==> config.mk <==
export PLATFORM = sky130hd
export DESIGN_NAME = irig_pwm_frame_decoder_top
export DESIGN_NICKNAME = d
export VERILOG_FILES = /design/src/sv/irig_pkg.sv /design/src/sv/irig_front.sv /design/src/sv/irig_queue.sv /design/src/sv/irig_back.sv /design/src/sv/irig_pwm_frame_decoder_top.sv
export SDC_FILE = /design/constraint.sdc
export NUM_CORES = 1
export LEC_CHECK = 0
export ABC_AREA = 1
export BUFFER_PORTS_ARGS = -buffer_cell sky130_fd_sc_hd__clkbuf_2
export CELL_PAD_IN_SITES_DETAIL_PLACEMENT = 0
export CELL_PAD_IN_SITES_GLOBAL_PLACEMENT = 2
export CORE_ASPECT_RATIO = 1.1
export CORE_MARGIN = 4
export CORE_UTILIZATION = 35
export DETAILED_ROUTE_END_ITERATION = 10
export GPL_TIMING_DRIVEN = 1
export PLACE_DENSITY = 0.84
export SYNTH_ARGS = -nofsm -noshare
export SYNTH_HDL_FRONTEND = slang
export SYNTH_SLANG_ARGS = --single-unit
==> constraint.sdc <==
create_clock -name clk -period 8 [get_ports clk]
set_input_delay 0.8 -clock clk [delete_from_list [all_inputs] [get_ports clk]]
set_output_delay 0.8 -clock clk [all_outputs]
set_load 0.01 [all_outputs]
==> src/sv/irig_pkg.sv <==
`timescale 1ns / 1ps
// Package for the IRIG PWM frame decoder: codes, limits and the records
// passed between the front end, the pulse queue and the frame tracker.
// No dependencies.
package irig_pkg;

    // Frame geometry
    localparam int INFO_SLOTS     = 10;
    localparam int FRAME_BUFFERS  = 2;
    localparam int SLOT_W         = 4;
    localparam int POS_W          = 4;
    localparam int BUF_W          = 1;
    localparam int WORD_W         = 10;
    localparam int TIME_W         = 32;
    localparam int WIDE_W         = 64;

    // Position 100 is slot 10, digit 0
    localparam logic [SLOT_W-1:0] FRAME_END_SLOT = SLOT_W'(10);
    localparam logic [POS_W-1:0]  MARKER_POS     = POS_W'(9);
    localparam logic [POS_W-1:0]  LAST_POS       = POS_W'(9);

    // Limit reset values
    localparam logic [TIME_W-1:0] ZERO_LIMIT_RST   = 32'd700000;
    localparam logic [TIME_W-1:0] ONE_LIMIT_RST    = 32'd1300000;
    localparam logic [TIME_W-1:0] MARKER_LIMIT_RST = 32'd2457600;

    // Pulse queue depth
    localparam int QUEUE_DEPTH = 2;
    localparam int QPTR_W      = 1;
    localparam int QCNT_W      = 2;

    // Configuration register indexes
    typedef enum logic [1:0] {
        CFG_ZERO_LIMIT   = 2'd0,
        CFG_ONE_LIMIT    = 2'd1,
        CFG_MARKER_LIMIT = 2'd2,
        CFG_UNUSED       = 2'd3
    } cfg_index_t;

    typedef enum logic [1:0] {
        PULSE_ZERO   = 2'd0,
        PULSE_ONE    = 2'd1,
        PULSE_MARKER = 2'd2,
        PULSE_ERROR  = 2'd3
    } pulse_t;

    typedef enum logic [2:0] {
        EV_LOCK    = 3'd0,
        EV_HUNT    = 3'd1,
        EV_INFO    = 3'd2,
        EV_MARKER  = 3'd3,
        EV_DESYNC  = 3'd4,
        EV_FRAME   = 3'd5
    } event_t;

    typedef struct packed {
        logic [TIME_W-1:0] zero_limit;
        logic [TIME_W-1:0] one_limit;
        logic [TIME_W-1:0] marker_limit;
    } limits_t;

    // One measured pulse, pushed on a falling edge
    typedef struct packed {
        logic [WIDE_W-1:0] width;
        logic [TIME_W-1:0] rise_low;
        logic [TIME_W-1:0] overflow;
    } pulse_rec_t;

    typedef struct packed {
        logic       valid;
        pulse_rec_t rec;
    } pulse_push_t;

    typedef struct packed {
        event_t             event_kind;
        pulse_t             pulse_kind;
        logic [BUF_W-1:0]   buffer_index;
        logic [SLOT_W-1:0]  slot_index;
        logic [WORD_W-1:0]  info_word;
        logic [TIME_W-1:0]  edge_time;
        logic [TIME_W-1:0]  edge_overflow;
        logic [1:0]         ready_value;
        logic               desync_flag;
    } result_t;

endpackage

==> src/sv/irig_front.sv <==
`timescale 1ns / 1ps
// Front end: edge detection on the sampled line, rising-edge time capture
// and 64-bit pulse width on each falling edge. Uses irig_pkg.
module irig_front (
    input  logic                      clk,
    input  logic                      rst_n,
    input  logic                      sample_fire,
    input  logic                      level,
    input  logic [31:0]               timer_count,
    input  logic [31:0]               wrap_count,
    output irig_pkg::pulse_push_t     push
);
    import irig_pkg::*;

    logic              prev_level_reg;
    logic              prev_level_next;
    logic [WIDE_W-1:0] rise_full_reg;
    logic [WIDE_W-1:0] rise_full_next;
    logic [TIME_W-1:0] rise_low_reg;
    logic [TIME_W-1:0] rise_low_next;
    logic [WIDE_W-1:0] now_time;
    logic              is_edge;

    assign now_time = {wrap_count, timer_count};
    assign is_edge  = sample_fire && (level != prev_level_reg);

    // Edge tracking and rising-edge capture
    always_comb
    begin
        prev_level_next = prev_level_reg;
        rise_full_next  = rise_full_reg;
        rise_low_next   = rise_low_reg;
        if (is_edge)
        begin
            prev_level_next = level;
            if (level)
            begin
                rise_full_next = now_time;
                rise_low_next  = timer_count;
            end
        end
    end

    // Falling edge: hand the pulse to the queue
    always_comb
    begin
        push.valid        = is_edge && !level;
        push.rec.width    = now_time - rise_full_reg;
        push.rec.rise_low = rise_low_reg;
        push.rec.overflow = wrap_count;
    end

    always_ff @(posedge clk or negedge rst_n)
    begin
        if (!rst_n)
        begin
            prev_level_reg <= 1'b0;
            rise_full_reg  <= '0;
            rise_low_reg   <= '0;
        end
        else
        begin
            prev_level_reg <= prev_level_next;
            rise_full_reg  <= rise_full_next;
            rise_low_reg   <= rise_low_next;
        end
    end

endmodule

==> src/sv/irig_queue.sv <==
`timescale 1ns / 1ps
// Two-entry pulse queue between the front end and the frame tracker.
// Uses irig_pkg.
module irig_queue (
    input  logic                  clk,
    input  logic                  rst_n,
    input  irig_pkg::pulse_push_t push,
    output logic                  full,
    output logic                  pop_valid,
    input  logic                  pop,
    output irig_pkg::pulse_rec_t  pop_rec
);
    import irig_pkg::*;

    pulse_rec_t        entry_reg [QUEUE_DEPTH];
    logic [QPTR_W-1:0] wr_ptr_reg;
    logic [QPTR_W-1:0] wr_ptr_next;
    logic [QPTR_W-1:0] rd_ptr_reg;
    logic [QPTR_W-1:0] rd_ptr_next;
    logic [QCNT_W-1:0] count_reg;
    logic [QCNT_W-1:0] count_next;
    logic              do_push;
    logic              do_pop;

    assign full      = (count_reg == QCNT_W'(QUEUE_DEPTH));
    assign pop_valid = (count_reg != '0);
    assign pop_rec   = entry_reg[rd_ptr_reg];
    assign do_push   = push.valid && !full;
    assign do_pop    = pop && pop_valid;

    // Pointer and fill count
    always_comb
    begin
        wr_ptr_next = do_push ? wr_ptr_reg + 1'b1 : wr_ptr_reg;
        rd_ptr_next = do_pop  ? rd_ptr_reg + 1'b1 : rd_ptr_reg;
        count_next  = count_reg;
        if (do_push && !do_pop)
            count_next = count_reg + 1'b1;
        else if (do_pop && !do_push)
            count_next = count_reg - 1'b1;
    end

    always_ff @(posedge clk or negedge rst_n)
    begin
        if (!rst_n)
        begin
            wr_ptr_reg <= '0;
            rd_ptr_reg <= '0;
            count_reg  <= '0;
        end
        else
        begin
            wr_ptr_reg <= wr_ptr_next;
            rd_ptr_reg <= rd_ptr_next;
            count_reg  <= count_next;
        end
    end

    // Entry storage, no reset needed
    always_ff @(posedge clk)
    begin
        if (do_push)
            entry_reg[wr_ptr_reg] <= push.rec;
    end

endmodule

==> src/sv/irig_back.sv <==
`timescale 1ns / 1ps
// Frame tracker: classifies each queued pulse, runs lock and bit position,
// merges info bits into the double-buffered word store and registers the
// result. Uses irig_pkg.
module irig_back (
    input  logic                 clk,
    input  logic                 rst_n,
    input  irig_pkg::limits_t    limits,
    input  logic                 pop_valid,
    input  irig_pkg::pulse_rec_t pop_rec,
    output logic                 pop,
    output logic                 result_valid,
    input  logic                 result_ready,
    output irig_pkg::result_t    result
);
    import irig_pkg::*;

    logic               locked_reg;
    logic               locked_next;
    pulse_t             last_pulse_reg;
    pulse_t             last_pulse_next;
    logic [SLOT_W-1:0]  slot_reg;
    logic [SLOT_W-1:0]  slot_next;
    logic [POS_W-1:0]   pos_reg;
    logic [POS_W-1:0]   pos_next;
    logic [BUF_W-1:0]   active_reg;
    logic [BUF_W-1:0]   active_next;
    logic               desync_reg;
    logic               desync_next;
    logic [1:0]         ready_mark_reg;
    logic [1:0]         ready_mark_next;
    logic [WORD_W-1:0]  store_reg [FRAME_BUFFERS][INFO_SLOTS];
    logic               store_we;
    logic [WORD_W-1:0]  merged_word;
    logic [WORD_W-1:0]  old_word;
    logic               out_valid_reg;
    result_t            out_reg;
    result_t            res;
    pulse_t             pulse;
    logic               hi_zero;
    logic [TIME_W-1:0]  lo;
    logic [SLOT_W-1:0]  slot_inc;
    logic [POS_W-1:0]   pos_inc;

    assign pop          = pop_valid && (!out_valid_reg || result_ready);
    assign result_valid = out_valid_reg;
    assign result       = out_reg;

    // Pulse width classification; a width on a limit or zero is an error
    assign hi_zero = (pop_rec.width[WIDE_W-1:TIME_W] == '0);
    assign lo      = pop_rec.width[TIME_W-1:0];
    always_comb
    begin
        priority if (hi_zero && lo != '0 && lo < limits.zero_limit)
            pulse = PULSE_ZERO;
        else if (hi_zero && lo > limits.zero_limit && lo < limits.one_limit)
            pulse = PULSE_ONE;
        else if (hi_zero && lo > limits.one_limit && lo < limits.marker_limit)
            pulse = PULSE_MARKER;
        else
            pulse = PULSE_ERROR;
    end

    // Position plus one, as slot and digit
    always_comb
    begin
        if (pos_reg == LAST_POS)
        begin
            pos_inc  = '0;
            slot_inc = slot_reg + 1'b1;
        end
        else
        begin
            pos_inc  = pos_reg + 1'b1;
            slot_inc = slot_reg;
        end
    end

    // Info bit merge: clear the bit, then OR in the pulse code
    assign old_word    = store_reg[active_reg][slot_reg];
    assign merged_word = (old_word & ~(WORD_W'(1) << pos_reg))
                       | (WORD_W'(pulse) << pos_reg);

    // Frame tracker
    always_comb
    begin
        locked_next     = locked_reg;
        last_pulse_next = pulse;
        slot_next       = slot_reg;
        pos_next        = pos_reg;
        active_next     = active_reg;
        desync_next     = desync_reg;
        ready_mark_next = ready_mark_reg;
        store_we        = 1'b0;

        res.event_kind    = EV_HUNT;
        res.pulse_kind    = pulse;
        res.buffer_index  = '0;
        res.slot_index    = '0;
        res.info_word     = '0;
        res.edge_time     = pop_rec.rise_low;
        res.edge_overflow = pop_rec.overflow;

        if (locked_reg)
        begin
            if (slot_reg >= FRAME_END_SLOT)
            begin
                // Frame complete: publish buffer, swap, restart at position 1
                ready_mark_next  = {1'b0, active_reg} + 2'd1;
                active_next      = ~active_reg;
                res.buffer_index = ~active_reg;
                slot_next        = '0;
                pos_next         = POS_W'(1);
                res.event_kind   = EV_FRAME;
            end
            else if (pos_reg == MARKER_POS)
            begin
                res.slot_index   = slot_reg;
                res.buffer_index = active_reg;
                if (pulse != PULSE_MARKER)
                begin
                    locked_next     = 1'b0;
                    ready_mark_next = '0;
                    desync_next     = 1'b1;
                    res.event_kind  = EV_DESYNC;
                end
                else
                begin
                    res.event_kind = EV_MARKER;
                end
                slot_next = slot_inc;
                pos_next  = pos_inc;
            end
            else
            begin
                res.slot_index   = slot_reg;
                res.buffer_index = active_reg;
                res.info_word    = merged_word;
                store_we         = pop;
                slot_next        = slot_inc;
                pos_next         = pos_inc;
                res.event_kind   = EV_INFO;
            end
        end
        else if (pulse == PULSE_MARKER && last_pulse_reg == PULSE_MARKER)
        begin
            // Two markers in a row: frame start
            locked_next      = 1'b1;
            slot_next        = '0;
            pos_next         = POS_W'(1);
            res.buffer_index = active_reg;
            res.event_kind   = EV_LOCK;
        end

        res.ready_value = ready_mark_next;
        res.desync_flag = desync_next;
    end

    // Tracker state, advanced on each popped pulse
    always_ff @(posedge clk or negedge rst_n)
    begin
        if (!rst_n)
        begin
            locked_reg     <= 1'b0;
            last_pulse_reg <= PULSE_ERROR;
            slot_reg       <= '0;
            pos_reg        <= '0;
            active_reg     <= '0;
            desync_reg     <= 1'b0;
            ready_mark_reg <= '0;
        end
        else if (pop)
        begin
            locked_reg     <= locked_next;
            last_pulse_reg <= last_pulse_next;
            slot_reg       <= slot_next;
            pos_reg        <= pos_next;
            active_reg     <= active_next;
            desync_reg     <= desync_next;
            ready_mark_reg <= ready_mark_next;
        end
    end

    // Info word store, cleared at reset
    always_ff @(posedge clk or negedge rst_n)
    begin
        if (!rst_n)
        begin
            for (int b = 0; b < FRAME_BUFFERS; b++)
                for (int s = 0; s < INFO_SLOTS; s++)
                    store_reg[b][s] <= '0;
        end
        else if (store_we)
        begin
            store_reg[active_reg][slot_reg] <= merged_word;
        end
    end

    // Output register
    always_ff @(posedge clk or negedge rst_n)
    begin
        if (!rst_n)
        begin
            out_valid_reg <= 1'b0;
            out_reg       <= '{event_kind: EV_HUNT, pulse_kind: PULSE_ERROR, default: '0};
        end
        else if (pop)
        begin
            out_valid_reg <= 1'b1;
            out_reg       <= res;
        end
        else if (result_ready)
        begin
            out_valid_reg <= 1'b0;
        end
    end

endmodule

==> src/sv/irig_pwm_frame_decoder_top.sv <==
`timescale 1ns / 1ps
// Top level of the IRIG PWM frame decoder: limit registers, front end,
// pulse queue and frame tracker. Uses irig_pkg, irig_front, irig_queue,
// irig_back.
//
// Usage:
//   Sample channel (sample_valid/sample_ready): one sample per cycle (queue
//   not full) of the line level, the 32-bit timer and the timer wrap count.
//   Edges are found by comparing against the previously accepted sample.
//   Result channel (result_valid/result_ready): one result per falling edge
//   of the line, no result for other samples.
//   Config channel (cfg_valid/cfg_ready): writes the zero, one and marker
//   width limits by index; cfg_ready is always high, index 3 is ignored.
// Timing:
//   Throughput is one sample per cycle while the queue has room. A falling
//   edge's pulse is registered in the two-entry pulse queue, then in the
//   tracker output register. The tracker merges info bits in the same
//   cycle it reads the word store, so back-to-back pulses wait only on a held result.
// Reset clears edge state, lock, position, flags, limits to their defaults
// and the 20-word info store at once; samples are taken right away.
// When the receiver stalls, the output register holds, the queue fills and
// sample_ready drops once two pulses wait behind the held result.
module irig_pwm_frame_decoder_top (
    input  logic        clk,
    input  logic        rst_n,
    input  logic        sample_valid,
    output logic        sample_ready,
    input  logic        level,
    input  logic [31:0] timer_count,
    input  logic [31:0] wrap_count,
    output logic        result_valid,
    input  logic        result_ready,
    output logic [2:0]  event_kind,
    output logic [1:0]  pulse_kind,
    output logic        buffer_index,
    output logic [3:0]  slot_index,
    output logic [9:0]  info_word,
    output logic [31:0] edge_time,
    output logic [31:0] edge_overflow,
    output logic [1:0]  ready_value,
    output logic        desync_flag,
    input  logic        cfg_valid,
    output logic        cfg_ready,
    input  logic [1:0]  cfg_index,
    input  logic [31:0] cfg_data
);
    import irig_pkg::*;

    limits_t     limits_reg;
    limits_t     limits_next;
    pulse_push_t push;
    pulse_rec_t  pop_rec;
    result_t     result;
    logic        q_full;
    logic        pop_valid;
    logic        pop;
    logic        sample_fire;

    assign cfg_ready    = 1'b1;
    assign sample_ready = !q_full;
    assign sample_fire  = sample_valid && sample_ready;

    // Limit registers
    always_comb
    begin
        limits_next = limits_reg;
        if (cfg_valid)
        begin
            unique case (cfg_index_t'(cfg_index))
                CFG_ZERO_LIMIT:   limits_next.zero_limit   = cfg_data;
                CFG_ONE_LIMIT:    limits_next.one_limit    = cfg_data;
                CFG_MARKER_LIMIT: limits_next.marker_limit = cfg_data;
                default:          limits_next = limits_reg;
            endcase
        end
    end

    always_ff @(posedge clk or negedge rst_n)
    begin
        if (!rst_n)
        begin
            limits_reg.zero_limit   <= ZERO_LIMIT_RST;
            limits_reg.one_limit    <= ONE_LIMIT_RST;
            limits_reg.marker_limit <= MARKER_LIMIT_RST;
        end
        else
        begin
            limits_reg <= limits_next;
        end
    end

    irig_front u_front (
        .clk         (clk),
        .rst_n       (rst_n),
        .sample_fire (sample_fire),
        .level       (level),
        .timer_count (timer_count),
        .wrap_count  (wrap_count),
        .push        (push)
    );

    irig_queue u_queue (
        .clk       (clk),
        .rst_n     (rst_n),
        .push      (push),
        .full      (q_full),
        .pop_valid (pop_valid),
        .pop       (pop),
        .pop_rec   (pop_rec)
    );

    irig_back u_back (
        .clk          (clk),
        .rst_n        (rst_n),
        .limits       (limits_reg),
        .pop_valid    (pop_valid),
        .pop_rec      (pop_rec),
        .pop          (pop),
        .result_valid (result_valid),
        .result_ready (result_ready),
        .result       (result)
    );

    // Result fields
    assign event_kind    = result.event_kind;
    assign pulse_kind    = result.pulse_kind;
    assign buffer_index  = result.buffer_index;
    assign slot_index    = result.slot_index;
    assign info_word     = result.info_word;
    assign edge_time     = result.edge_time;
    assign edge_overflow = result.edge_overflow;
    assign ready_value   = result.ready_value;
    assign desync_flag   = result.desync_flag;

endmodule

==> results of run 1 <==
-- power groups by stage --
stage                     combinational (mW)  clock, mW  sequential (mW)
after global placement                  6.07          0             5.48
after global routing                    6.83       4.06             5.53
after CTS                               6.14       3.92             5.43
after floorplan                         4.19          0             5.38
after detailed placement                6.12          0             5.49
final                                   6.08       3.82             5.42
-- cell families (layout without fill, tap and decap cells) --
family | count (synthesis) | in the layout | share of synthesized area
buffers and inverters | 608 | 819 | 0.0694
DFF | 719 | 719 | 0.541
muxes | 1 | 1 | 0.000316
adders and majority gates | 168 | 168 | 0.0591
AOI/OAI and AO/OA | 774 | 774 | 0.120
other | 1 | 3 | 0.000105
xor gates and xnor gates | 64 | 64 | 0.0157
and+or+nand+nor | 1710 | 1710 | 0.194
-- metrics by stage --
step                setup WS [ps]  instances  power (mW)  instance area (µm²)
floorplan                     834       4045        9.57                35700
global placement             3280       5474        11.5                37900
detailed placement           3200       5474        11.6                37900
CTS                          3170       5620        15.5                40600
global route                 2710       5620        16.4                40600
finish                       3250       5622        15.3                40600
-- synthesized netlist by cell type (all sizes together) (2+ instances only) --
cell     instances  area, µm²
nand2         1135       4290
inv            455       1730
dfrtp          438      11000
nor2           438       1880
o21ai          354       1780
edfxtp         256       7690
a21oi          235       1180
ha             167       2090
nand3           83        430
clkbuf          79        297
a31oi           74        478
buf             72        444
xor2            47        412
dfstp           25        657
nor3            23        131
o22ai           19        119
nand4           18        119
o221ai          17        149
xnor2           17        149
o211ai          16        120
o21a            16        120
o21bai          10       75.1
a21o             7       52.6
a21boi           6       45.0
a211oi           5       37.5
o31ai            4       30.0
a32o             3       30.0
and3             3       18.8
o2111ai          3       26.3
a31o             2       17.5
clkinv           2       8.75
nand3b           2       15.0
nor3b            2       15.0
nor4             2       12.5
or2              2       12.5
-- worst max-delay path: cells and delay by family (launching register included) --
family                     cells  cell delay, ps
buffers and inverters          3             790
DFF                            1            1030
AOI/OAI and AO/OA              2             160
and+or+nand+nor               15            2320
adders and majority gates      1             320
-- layout make-up --
class                      instances  area, µm²  share of cell area
inverter                         457       1730              0.0427
sequential                       719      19300               0.476
timing repair buffer             216       1190              0.0293
clock buffer                      95       2120              0.0522
multi-input combinational       2718      13900               0.343
clock inverter                    51        596              0.0147
tap                             1364       1710              0.0420
antenna                            2       5.00            0.000123
-- worst paths after layout --
check                                    startpoint  cells after the start  slack [ps]                  endpoint
hold / removal                                rst_n                      1         210            limits_reg[67]
setup / recovery                 u_queue.rd_ptr_reg                     21        3250     u_back.store_reg[165]
setup reg to reg                 u_queue.rd_ptr_reg                     21        3250     u_back.store_reg[165]
min in group clk                       result_ready                      2         390       u_back.result_valid
max in group asynchronous                     rst_n                      2        6370     u_back.store_reg[156]
hold reg to reg            u_front.rise_low_reg[25]                      0         470  u_queue.entry_reg[0][57]
-- metal layers --
layer	wire, µm	share of wire	GRT usage
met1	46800	0.46	0.257
met2	49200	0.48	0.319
met3	4480	0.044	0.0275
met4	2180	0.021	0.0488
met5	0	0	0
==> run_results.csv, run 1 <==
group,metric,value,unit
global_route,grt_pass1_vias,27100,
clock_tree,cts_tree,"done",
layout,fillCellCount,10193,
yosys,ys_types,64,
sta,fin_crit_sh,0.594,
clock_tree,clk_pin_slew_worst_paths,60,ps
sta,slew_violations,0,
die,fp.coreArea,101000,µm²
run_status,status,"finished, final reports clean",
global_route,grt_usage,0.189,
sta,tightestPinTransition,1030,ps
die,num_rows,122,
layout,final_cell_mix,"nand2_1 (1127), inv_1 (438), dfrtp_1 (435), nor2_1 (411), o21ai_0 (324)",
die,design.die.area,107000,µm²
sta,clock_skew,29.2,ps
placement,hpwl,70.7,mm
placement,portBuffers,192,
routing,antenna_left,0,
sta,holdWs,206,ps
die,ioPinCount,194,
die,chipHeight,343,µm
pwr,seq_power_share,0.354,
routing,dr.pass1.iters,5,
die,dieWidth,312,µm
pwr,power.switching,6.36,mW
pwr,leakagePower,18.9,nW
setup_path,cp-start-kind,"flop",
clock_tree,postCtsHoldBufs,0,
sta,relSlewSlack,0.311,
sta,fmax,210,MHz
yosys,ys_seq_area_frac,0.541,
layout,final_common_cell,"nand2_1",
global_route,grt_max_degree,147,
placement,globalplace.congestion,0.898,
routing,drt-vias-per-instance,4.85,
clock_tree,h-tree-depth,3,
sta,rsz0062_at_grt,"false",
clock_tree,clockBufferDepth,3,
setup_path,crit_path_frequent_cell,"nand2_1",
setup_path,slowest_stage,"dfrtp_4",
clock_tree,cts.repair.resized,0,
yosys,syn-num-nets,4317,
sta,finalHoldViolCount,0,
pwr,internal-power,8.97,mW
sta,setup_tns,0,ps
pwr,power_density,377,nW/µm²
yosys,yosys_warnings,0,
routing,drc,0,
yosys,syn_area,35700,µm²
pwr,p_sw_frac,0.415,
setup_path,crit_arrival,5310,ps
routing,vias,27261,
yosys,ys.flop_type,"dfrtp_1",
pwr,pwr-share-clk,0.249,
routing,drt_iter0_drc,1846,
setup_path,crit_type,"reg -> reg",
hold_path,hold_path.class,"in -> async",
layout,fin_util,0.402,
routing,routed_wl,103,mm
clock_tree,cts_made_buffers,79,
sta,setup_violations,0,
setup_path,max_stage_delay,1030,ps
pwr,combPwrFrac,0.397,
clock_tree,post-cts-setup-buffer-count,0,
yosys,synth.ff_latch_count,719,
layout,nNetsFinal,4463,
yosys,postSynthCellCount,4045,
clock_tree,cts_root_buf,"clkbuf_16",
setup_path,end_kind,"flop",
sta,period_minus_slack,4750,ps
pwr,vdd_drop_max,229,µV
layout,drive_gt1_frac,0.104,
layout,largest_register_ff_count,256,
setup_path,path_max_fanout,84,
layout,area_delta_synth_final,13.8,%
clock_tree,clk_latency,650,ps
global_route,grt_pass1_wl,159,mm
yosys,synth-edff-count,256,
clock_tree,clock-sinks,719,
run,maxCapViolCount,0,
setup_path,required,8560,ps
setup_path,cp_cell_sequence,"buf_4, inv_4, nand2_1, nand2_1, ha_1, nand2_1, nor2_1, nand2_1, nor2_1, nand2_1, nand2_1, inv_1, nand3_1, a21oi_1, nand2_1, nand3_1, nand2_2, nand3_1, nand2_1, nand2_1, o21ai_1",
yosys,async_flop_share,0.644,
global_route,grt.overflow.total,0,
routing,wl_per_cell,18.3,µm
global_route,antenna_found_initial,3,
die,start_util,0.354,
yosys,avgSynthCellArea,8.82,µm²
Note: power is estimated with default switching activity, not from simulation.
==> run 2, diff against run 1 <==
--- a/config.mk
+++ b/config.mk
@@ -14,7 +14,7 @@
 export CORE_UTILIZATION = 35
 export DETAILED_ROUTE_END_ITERATION = 10
 export GPL_TIMING_DRIVEN = 1
-export PLACE_DENSITY = 0.84
+export PLACE_DENSITY = 0.87
 export SYNTH_ARGS = -nofsm -noshare
 export SYNTH_HDL_FRONTEND = slang
 export SYNTH_SLANG_ARGS = --single-unit
==> constraint.sdc (replaced) <==
create_clock -name clk -period 3.8 [get_ports clk]
set_input_delay 0.38 -clock clk [delete_from_list [all_inputs] [get_ports clk]]
set_output_delay 0.38 -clock clk [all_outputs]
set_load 0.01 [all_outputs]
==> run 2 against run 1 <==
Die area stayed put. Total power is 120% higher. Sequential power grew 110%. Routed wire length increased by 0.57%. Via count up 1.3%. Sequential share of layout area is 1.0 points lower. Core utilization rose by 0.88 points. Clock power up 110%. Design area rose by 2.2%. Clock skew is 4.7 ps lower. Cell count up 1.5%. Critical path type unchanged.
==> run_results.csv, run 2 (synthesis results as in run 1) <==
group,metric,value,unit
run_status,status,"finished, final reports clean",
pwr,leakagePower,19.4,nW
setup_path,cp-start-kind,"flop",
clock_tree,cts_root_buf,"clkbuf_16",
setup_path,path_max_fanout,49,
setup_path,required,4370,ps
routing,antenna_left,0,
global_route,grt_max_degree,115,
run,maxCapViolCount,0,
sta,slew_violations,0,
setup_path,end_kind,"flop",
clock_tree,clock-sinks,719,
layout,area_delta_synth_final,16.3,%
routing,drt_iter0_drc,1780,
sta,finalHoldViolCount,0,
setup_path,crit_arrival,3980,ps
die,num_rows,122,
layout,design_area,41500,µm²
layout,drive_gt1_frac,0.112,
routing,drt-vias-per-instance,4.84,
die,chipHeight,343,µm
clock_tree,h-tree-depth,3,
sta,relSlewSlack,0.438,
routing,drc,0,
routing,dr.pass1.iters,5,
clock_tree,clockBufferDepth,3,
sta,fmax,294,MHz
layout,final_common_cell,"nand2_1",
setup_path,crit_type,"reg -> reg",
layout,finalNonFillerCells,5708,
global_route,grt_pass1_vias,27534,
placement,hpwl,73.5,mm
clock_tree,cts_made_buffers,79,
global_route,grt_usage,0.191,
die,design.die.area,107000,µm²
placement,portBuffers,192,
pwr,vdd_drop_max,590,µV
sta,period_minus_slack,3400,ps
clock_tree,cts_tree,"done",
placement,globalplace.congestion,0.908,
placement,dp_cells,5525,
routing,wl_per_cell,18.1,µm
sta,setup_tns,0,ps
layout,nNetsFinal,4551,
clock_tree,clk_pin_slew_worst_paths,60,ps
die,dieWidth,312,µm
layout,final_cell_mix,"nand2_1 (1127), inv_1 (438), dfrtp_1 (436), nor2_1 (411), o21ai_0 (320)",
sta,clock_skew,24.6,ps
die,fp.coreArea,101000,µm²
pwr,power_density,798,nW/µm²
clock_tree,clk_latency,640,ps
global_route,antenna_found_initial,2,
sta,tightestPinTransition,843,ps
layout,largest_register_ff_count,256,
sta,rsz0062_at_grt,"false",
global_route,grt.overflow.total,0,
global_route,grt_pass1_wl,160,mm
routing,routed_wl,103,mm
sta,setup_violations,0,
placement,postPlaceCellArea,38400,µm²
layout,fin_util,0.411,
clock_tree,post-cts-setup-buffer-count,0,
setup_path,ff2ff_setup_slack,400,ps
layout,fillCellCount,10115,
die,start_util,0.354,
sta,fin_crit_sh,0.895,
die,ioPinCount,194,
hold_path,hold_path.class,"in -> reg",
sta,holdWs,25.8,ps
routing,vias,27627,
==> run 2: critical path, stage by stage, from the launching register on <==
cell and delay, ps:
dfrtp_4 550, buf_12 210, o21ai_1 320, inv_1 150, ha_1 320, nand2_1 50
nor2_1 100, nand2_1 70, nor2_1 130, nand2_1 70, nand2_1 60, inv_1 40
nand3_1 70, a21oi_1 40, nand2_1 250, nand3_1 140, nand2_2 140, nand4_1 90
nand2_1 80, buf_4 280, nand2_1 90, nand2_1 60
==> run 2: area by class of cell <==
cell class,count,area [µm²],area share
diodes,2,5.00,0.000121
inverters,457,1730,0.0418
repair buffers,304,2100,0.0505
multi-input cells,2718,13900,0.336
clock buffers,105,2120,0.0512
flip-flops and latches,719,19300,0.465
clock inverters,39,571,0.0137
well taps,1364,1710,0.0411
==> run 2: timing repair <==
action,CTS,global route
endpoints found under the setup margin,0,163
endpoints found under the hold margin,86,0
hold buffers,37,0
resized for setup,0,6
==> run 2: stage by stage <==
| step | setup WS [ps] | total power [mW] |
|---|---|---|
| floorplan | -986 | 20.1 |
| global placement | 233 | 25.1 |
| detailed placement | 194 | 25.2 |
| CTS | 165 | 33.4 |
| global route | 10.8 | 35.4 |
| finish | 398 | 33.1 |
==> run 2: worst paths after layout <==
| path | depth (start not counted) | start | end |
|---|---|---|---|
| min in group asynchronous | 2 | rst_n | limits_reg[55] |
| min | 1 | wrap_count[18] | u_queue.entry_reg[0][18] |
| max in group asynchronous | 4 | rst_n | u_back.store_reg[17] |
| max | 21 | u_queue.rd_ptr_reg | u_back.store_reg[1] |
| min reg2reg | 0 | u_front.rise_low_reg[7] | u_queue.entry_reg[0][39] |
| max reg2reg | 21 | u_queue.rd_ptr_reg | u_back.store_reg[1] |
==> run 2: power breakdown <==
| group | internal (mW) | switching, mW | total, mW | leakage, nW |
|---|---|---|---|---|
| Clock | 4.73 | 3.28 | 8.01 | 1.31 |
| Combinational | 4.45 | 9.37 | 13.8 | 10.0 |
| Sequential | 10.3 | 0.941 | 11.3 | 8.02 |
| Total | 19.5 | 13.6 | 33.1 | 19.4 |
==> run 2: routing by layer <==
layer	part of all wire	wire length, µm	global-route usage
met5	0	0	0
met4	0.033	3360	0.0645
met3	0.047	4850	0.0300
met2	0.48	49100	0.320
met1	0.44	45900	0.253
